**src/design/i8mm_pkg.sv**
```systemverilog
// Shared types for the int8 matrix multiply: the item handed along the cell
// chain and the result item each cell emits. No dependencies.
package i8mm_pkg;

   typedef enum logic {
      OP_WEIGHT   = 1'b0,
      OP_ACTIVATE = 1'b1
   } op_type;

   typedef struct packed {
      logic               valid;
      op_type             op;
      logic signed [7:0]  value;
      logic               row_end;
      logic               matrix_end;
   } item_type;

   typedef struct packed {
      logic               valid;
      logic signed [31:0] c_value;
      logic               row_last;
      logic               matrix_last;
   } result_type;

endpackage

```
**src/design/i8mm_cell.sv**
```systemverilog
// One column cell: keeps a full copy of B in row-major order and one row accumulator,
// and hands each item on to the next cell in the following cycle. Depends on i8mm_pkg.
module i8mm_cell #(
   parameter int MAX_DIM = 16,
   parameter int IW      = 4,
   parameter int AW      = 8,
   parameter int COL     = 0
) (
   input  logic                 clock,
   input  logic                 reset,
   input  logic                 clear,
   input  logic [IW-1:0]        last_col,
   input  i8mm_pkg::item_type   item_in,
   input  logic [AW-1:0]        addr_in,
   output i8mm_pkg::item_type   item_out,
   output logic [AW-1:0]        addr_out,
   output i8mm_pkg::result_type result_out
);

   logic signed [7:0]   weight_mem [0:MAX_DIM*MAX_DIM-1];
   i8mm_pkg::item_type  item_ff;
   logic [AW-1:0]       addr_ff;
   logic [AW-1:0]       rd_addr;
   logic signed [7:0]   weight_ff;
   logic signed [31:0]  acc_ff;
   logic signed [31:0]  acc_in;
   i8mm_pkg::result_type result_ff;
   i8mm_pkg::result_type result_in;
   logic signed [15:0]  product;
   logic signed [31:0]  sum;
   logic                active;
   logic                is_last;

   assign active  = (IW'(COL) <= last_col);
   assign is_last = (IW'(COL) == last_col);
   assign rd_addr = addr_in + AW'(COL);
   assign product = item_ff.value * weight_ff;
   assign sum     = acc_ff + 32'(product);

   always_ff @(posedge clock) begin
      if (item_in.valid && item_in.op == i8mm_pkg::OP_WEIGHT) begin
         weight_mem[addr_in] <= item_in.value;
      end
      weight_ff <= weight_mem[rd_addr];
   end

   always_comb begin
      acc_in    = acc_ff;
      result_in = '0;
      if (item_ff.valid && item_ff.op == i8mm_pkg::OP_ACTIVATE && active) begin
         if (item_ff.row_end) begin
            acc_in                = '0;
            result_in.valid       = 1'b1;
            result_in.c_value     = sum;
            result_in.row_last    = is_last;
            result_in.matrix_last = is_last && item_ff.matrix_end;
         end else begin
            acc_in = sum;
         end
      end
      if (clear) begin
         acc_in = '0;
      end
   end

   always_ff @(posedge clock) begin
      addr_ff <= addr_in;
      if (reset) begin
         item_ff   <= '0;
         acc_ff    <= '0;
         result_ff <= '0;
      end else begin
         item_ff   <= item_in;
         acc_ff    <= acc_in;
         result_ff <= result_in;
      end
   end

   assign item_out   = item_ff;
   assign addr_out   = addr_ff;
   assign result_out = result_ff;

endmodule

```
**config.mk**
```make
export PLATFORM = sky130hd
export DESIGN_NAME = i8mm_cell
export DESIGN_NICKNAME = d
export VERILOG_FILES = /design/src/design/i8mm_pkg.sv /design/src/design/i8mm_cell.sv
export SDC_FILE = /design/constraint.sdc
export NUM_CORES = 2
export LEC_CHECK = 0
export ABC_AREA = 1
export BUFFER_PORTS_ARGS = -buffer_cell sky130_fd_sc_hd__buf_2
export CAP_MARGIN = 15
export CORE_ASPECT_RATIO = 1.4
export CORE_MARGIN = 2
export CORE_UTILIZATION = 46
export CTS_CLUSTER_DIAMETER = 150
export DETAILED_ROUTE_END_ITERATION = 8
export SLEW_MARGIN = 0
export SYNTH_ARGS = -nofsm -noshare
export SYNTH_HDL_FRONTEND = slang
export SYNTH_SLANG_ARGS = --single-unit
```
**constraint.sdc**
```tcl
create_clock -name clock -period 7.3 [get_ports clock]
set_input_delay 0.73 -clock clock [delete_from_list [all_inputs] [get_ports clock]]
set_output_delay 0.73 -clock clock [all_outputs]
set_load 0.01 [all_outputs]
```
== Word-level counts from Yosys, hierarchy flattened ==
Memory sizes are Yosys's and may differ from the RTL's. A register that Yosys moved wholly into a read port is not among the register bits.
Index checks and enable logic that the tools add are counted.
Storage, ports and cells
  bits in registers: 87
  bits in writable memories: 2048
  input port bits: 27
  output and inout bits: 55
  logic and storage cells: 30
  memories: 1
Cells by class
  add/subtract/negate cells: 1
  multipliers: 1
  $lt $le $gt $ge: 1
  multiplexer cells: 4
  bitwise gates (word level): 3
  reduce and logical (&&, ||, !) cells: 8
Memory list
  weight_mem: words 256, width 8, rd ports 1, clocked after memory_dff 1, wr ports 1, line i8mm_cell.sv:20  | logic signed [7:0] weight_mem [0:MAX_DIM*MAX_DIM-1];
Operators by type and width (count)
  35-bit two-way mux: 1
  32-bit by 16-bit adder with 32-bit output: 1
  32-bit two-way mux: 1
  8-bit by 8-bit multiplier with 16-bit output: 1
  1-bit by 4-bit less-or-equal comparator with 1-bit output, first input constant: 1
  1-bit logical AND: 4
  4-bit logical NOT: 1
  2-bit OR reduction: 2
  1-bit NOT: 3
  3-bit OR reduction: 1
  1-bit two-way mux: 2

== Logic depth before layout (Yosys ltp) ==
  depth in word-level cells: 4
  depth in mapped cells: 25
  gate-level depth less buffers: 24

== Worst setup path before layout ==
OpenSTA, ideal clock, no wires.
  path kind: reg2reg
  start: reg item_ff (netlist bit item_out[9])
  end: reg acc_ff[20]
  library setup time: 0.132 ns
  arrival: 5.138 ns
  data required time: 7.168 ns
  setup slack: 2.029 ns
  cell stages (with the launch flop): 19
  buffers on the path: 1
  clock period less this slack: 5.271 ns
  cells stage by stage: dfxtp_1 > clkbuf_1 > nand2_1 > inv_1 > fa_1 > fa_1 > fa_1 > fa_1 > ha_1 > ha_1 > a21oi_1 > nor2_1 > nor2_1 > nand2_1 > nand2_1 > nand2_1 > or2_2 > nand3_1 > a21oi_1
Between the ends
  longest elaborated chain between the ends: 3
RTL lines
  from (decl): line i8mm_cell.sv:21  | i8mm_pkg::item_type item_ff;
  from (signal assigned): line i8mm_cell.sv:73  | item_ff <= item_in;
  8-bit by 8-bit multiplier with 16-bit output: line i8mm_cell.sv:37  | assign product = item_ff.value * weight_ff;
  32-bit by 16-bit adder with 32-bit output: line i8mm_cell.sv:38  | assign sum = acc_ff + 32'(product);
  32-bit two-way mux: line i8mm_cell.sv:51  | if (item_ff.row_end) begin
  to (signal assigned): line i8mm_cell.sv:74  | acc_ff <= acc_in;
  to (decl): line i8mm_cell.sv:25  | logic signed [31:0] acc_ff;
No other way between the ends.
A chain may end at the register's enable or synchronous reset.

== Worst setup path after layout ==
  start: reg weight_ff[0], read port of weight_mem
  end: reg acc_ff[30]
Between the ends
  longest elaborated chain between the ends: 3
RTL lines
  from (decl): line i8mm_cell.sv:24  | logic signed [7:0] weight_ff;
  8-bit by 8-bit multiplier with 16-bit output: line i8mm_cell.sv:37
  32-bit by 16-bit adder with 32-bit output: line i8mm_cell.sv:38
  32-bit two-way mux: line i8mm_cell.sv:51
No other way between the ends.

==> results.md <==
* Maximum number of pins on one net before global-route repair at 179
* Initial core utilization at 46.2%
* Clock Tree Buf Depth at 4
* Routability Congestion at 0.869
* Number of levels in the clock H-tree at 4
* Post_cts resized at 0
* Most used DFF post-synth: sky130_fd_sc_hd__edfxtp_1
* Setup fix buffers added after clock tree synthesis at 0
* Average footprint of a synthesized cell at 11.2 µm²
* CTS hold repair buffers at 0
* Per-cell routed wire length at 23.8 µm
* Top cell type by total area after synthesis: sky130_fd_sc_hd__edfxtp_1
* Cells after DPL at 10400
* Drt via density at 5.43
* Fraction of power spent switching nets at 24.8%
* Yosys Warn Count at 0
* Final count of negative-setup-slack endpoints at 0
* Via count of the first global-routing pass at 57700
* Post-Synthesis Cells at 8039
* HPWL Detailed at 149 mm
* Worst path arrival time at 6490 ps
* All-layer global routing usage at 25.6%
* Register area share after synthesis at 70.3%
* Result of the run: completed
* Startpoint of the worst-slack reg-to-reg timing path: weight_ff[0]$_DFF_P_
* Setup slack of the most critical reg-to-reg path at 1500 ps
* Post-synthesis async set-or-reset flop share at 0%
* Cell internal power dissipation at 0.0201 W
* WL final at 257 mm
* Worst Hold Path EP: addr_out[2]$_DFF_P_
* Leading cell type by number of instances after synthesis: sky130_fd_sc_hd__nand2_1
* Area share of the leading cell type in the synthesized netlist at 68.2%
* Number of I/O pins at 82
* Number of placement rows at 192
* Seq pwr share at 50.5%
* Clock slew at reported path FFs at 60 ps
* Area added between synthesis and finish at 10.6%
* Seq cells post-synth at 2143
* Die height at 528 µm
* Post-Layout Cell Count at 10800
* TritonCTS clock tree: built
* First-pass GRT wire length at 379 mm
* Critical Path Fanout Max at 16
* Number of buffers created by CTS at 203
* Minimum clock period after layout at 5800 ps
* Setup repair after global routing missed its margin: false
* DRC at 0
* Antenna violations before repair at 7
* Post-route clock skew at 42.1 ps
* Maximum resistive drop on vdd at 197 µV
* Critical path endpoint category: register
* Post-DRT Antenna Nets at 0
* Transition at the pin with the smallest max-transition slack at 1170 ps
* Synthesized net count at 8272
* Pwr Density at 269 nW/µm²
* Netlist area before placement at 90100 µm²
* Static leakage at 37.7 nW
* Top cell types by occurrence after synthesis: 3690 x sky130_fd_sc_hd__nand2_1, 2048 x sky130_fd_sc_hd__edfxtp_1, 543 x sky130_fd_sc_hd__nor2_1, 217 x sky130_fd_sc_hd__nand3_1, 208 x sky130_fd_sc_hd__inv_1
* Slew Limit Fails at 0
* Router iterations before antenna repair at 5
* Horizontal extent of the die at 378 µm
* Die Footprint at 200000 µm²
* Clk_lat worst skew at 850 ps
* Startpoint kind of the worst setup timing path: register
* Final nets at 8250
* CTS Root Cell: sky130_fd_sc_hd__clkbuf_16
* Net switching component of the power at 0.00664 W
* EDFF count, synth at 2048
* Kind of critical path: register to register
* WP data required at 7990 ps
* Number of distinct library cells after synthesis at 34
* Relative slew margins at 22.1%
* Startpoint of the tightest hold check path: addr_in[2]
* Remaining global-route overflow at 0
* Number of DRC markers in iteration 0 at 6145
* Combinational power share at 11.0%
* Count of port buffers added during placement at 81
* Final worst-path cycle share at 79.5%
* Aggregate negative setup slack at 0 ps
* Floorplan core area at 195000 µm²
* Clock net sink count at 2143
* Hold WC Path Type: input port to register
* Worst R2R End: acc_ff[30]$_SDFFE_PP0P_
* Synth top area cells: sky130_fd_sc_hd__edfxtp_1 68%, sky130_fd_sc_hd__nand2_1 15%, sky130_fd_sc_hd__fa_1 3.0%
* Fraction of layout cells with a size suffix above 1 at 5.99%
* Worst Reg2Reg Path Length in Cells at 18
* Proportion of power drawn by the clock network at 38.6%
* Hold Crit Depth at 1
* Vias at 58700
* Top achievable clock speed at 172 MHz
* Max-capacitance violation count at 0
* Final hold violations at 0
[area by class of cell]
cell class | count | area, µm²
Fill cell | 17000 | 95400
Sequential cell | 2143 | 63400
Multi-Input combinational cell | 5276 | 24300
Clock buffer | 254 | 5400
Tap cell | 2619 | 3280
Timing Repair Buffer | 173 | 1530
Clock inverter | 111 | 950
Inverter | 220 | 856
Antenna cell | 1 | 2.50
[layout by cell type, fill, tap and decap left out, types with 13 or more instances in the layout]
master                         n
sky130_fd_sc_hd__buf_2        71
sky130_fd_sc_hd__dfxtp_1      95
sky130_fd_sc_hd__bufinv_16    16
sky130_fd_sc_hd__nand4_1     168
sky130_fd_sc_hd__buf_4        64
sky130_fd_sc_hd__ha_1         70
sky130_fd_sc_hd__nor2_1      537
sky130_fd_sc_hd__a22oi_1      52
sky130_fd_sc_hd__clkbuf_1     40
sky130_fd_sc_hd__clkinv_2     41
sky130_fd_sc_hd__clkinv_1     50
sky130_fd_sc_hd__clkbuf_16   207
sky130_fd_sc_hd__inv_1       207
sky130_fd_sc_hd__o21ai_1      13
sky130_fd_sc_hd__nand2_1    3686
sky130_fd_sc_hd__o21ai_0     167
sky130_fd_sc_hd__buf_12       27
sky130_fd_sc_hd__nand3_1     205
sky130_fd_sc_hd__xor2_1       15
sky130_fd_sc_hd__a21oi_1     171
sky130_fd_sc_hd__fa_1        136
sky130_fd_sc_hd__edfxtp_1   2048
[flip-flops by register name (all words and copies together) (netlist names)]
name	flops
weight_mem	2048
result_out	35
acc_ff	32
item_out	12
addr_out	8
weight_ff	8
[routing by layer]
metal	routed length [µm]	track usage, %	up-vias
li1	-	-	26900
met1	100000	32.7	29000
met2	126000	43.4	2200
met3	17900	3.54	535
met4	13100	11.9	8
met5	46	0	-
[power by group through the flow]
| stage | clock (W) | combinational, W | sequential (W) |
|---|---|---|---|
| after floorplan | 0 | 0.00188 | 0.0138 |
| after global placement | 0 | 0.00290 | 0.0138 |
| after detailed placement | 0 | 0.00293 | 0.0138 |
| after CTS | 0.0104 | 0.00295 | 0.0135 |
| after global routing | 0.0109 | 0.00329 | 0.0135 |
| final | 0.0103 | 0.00294 | 0.0135 |
[worst max-delay path: stages (launching register included)]
cell and delay, ps:
sky130_fd_sc_hd__dfxtp_1 500, sky130_fd_sc_hd__nand2_1 140, sky130_fd_sc_hd__inv_1 760, sky130_fd_sc_hd__buf_4 360, sky130_fd_sc_hd__fa_1 470, sky130_fd_sc_hd__fa_1 510
sky130_fd_sc_hd__fa_1 570, sky130_fd_sc_hd__fa_1 420, sky130_fd_sc_hd__ha_1 300, sky130_fd_sc_hd__ha_1 420, sky130_fd_sc_hd__nand2_1 140, sky130_fd_sc_hd__nor3_1 400
sky130_fd_sc_hd__nand2_1 140, sky130_fd_sc_hd__nor2_1 120, sky130_fd_sc_hd__nand2_1 70, sky130_fd_sc_hd__nand3_1 80, sky130_fd_sc_hd__nand2_1 70, sky130_fd_sc_hd__nand3_1 80
sky130_fd_sc_hd__a21oi_1 70
[worst max-delay path by stage]
stage | cells after the start | slack, ps | startpoint | endpoint
after detailed placement | 18 | 1410 | item_out[9]$_SDFF_PP0_ | acc_ff[30]$_SDFFE_PP0P_
final | 18 | 1500 | weight_ff[0]$_DFF_P_ | acc_ff[30]$_SDFFE_PP0P_
after global placement | 18 | 1540 | item_out[9]$_SDFF_PP0_ | acc_ff[30]$_SDFFE_PP0P_
after CTS | 18 | 1380 | item_out[9]$_SDFF_PP0_ | acc_ff[30]$_SDFFE_PP0P_
after floorplan | 18 | 2030 | item_out[9]$_SDFF_PP0_ | acc_ff[20]$_SDFFE_PP0P_
after global routing | 18 | 1080 | weight_ff[0]$_DFF_P_ | acc_ff[29]$_SDFFE_PP0P_
[through the flow]
stage | worst slack [ps] | hold slack [ps] | power, W | util (%) | area [µm²]
after floorplan | 2030 | 445 | 0.0156 | - | 90100
after global placement | 1540 | 456 | 0.0167 | 47.8 | 93300
after detailed placement | 1410 | 461 | 0.0167 | 47.8 | 93300
after CTS | 1380 | 45.1 | 0.0269 | 51.1 | 99700
after global routing | 1080 | 70.6 | 0.0277 | 51.1 | 99700
final | 1500 | 77.6 | 0.0268 | 51.1 | 99700
[cells by family after synthesis]
group | synth area share, %
buffers and inverters | 2.89
DFF | 70.3
AOI/OAI and AO/OA | 2.42
and+or+nand+nor | 20.2
xor gates and xnor gates | 0.175
adders and majority gates | 3.99
Power figures use the tool's default switching activity.
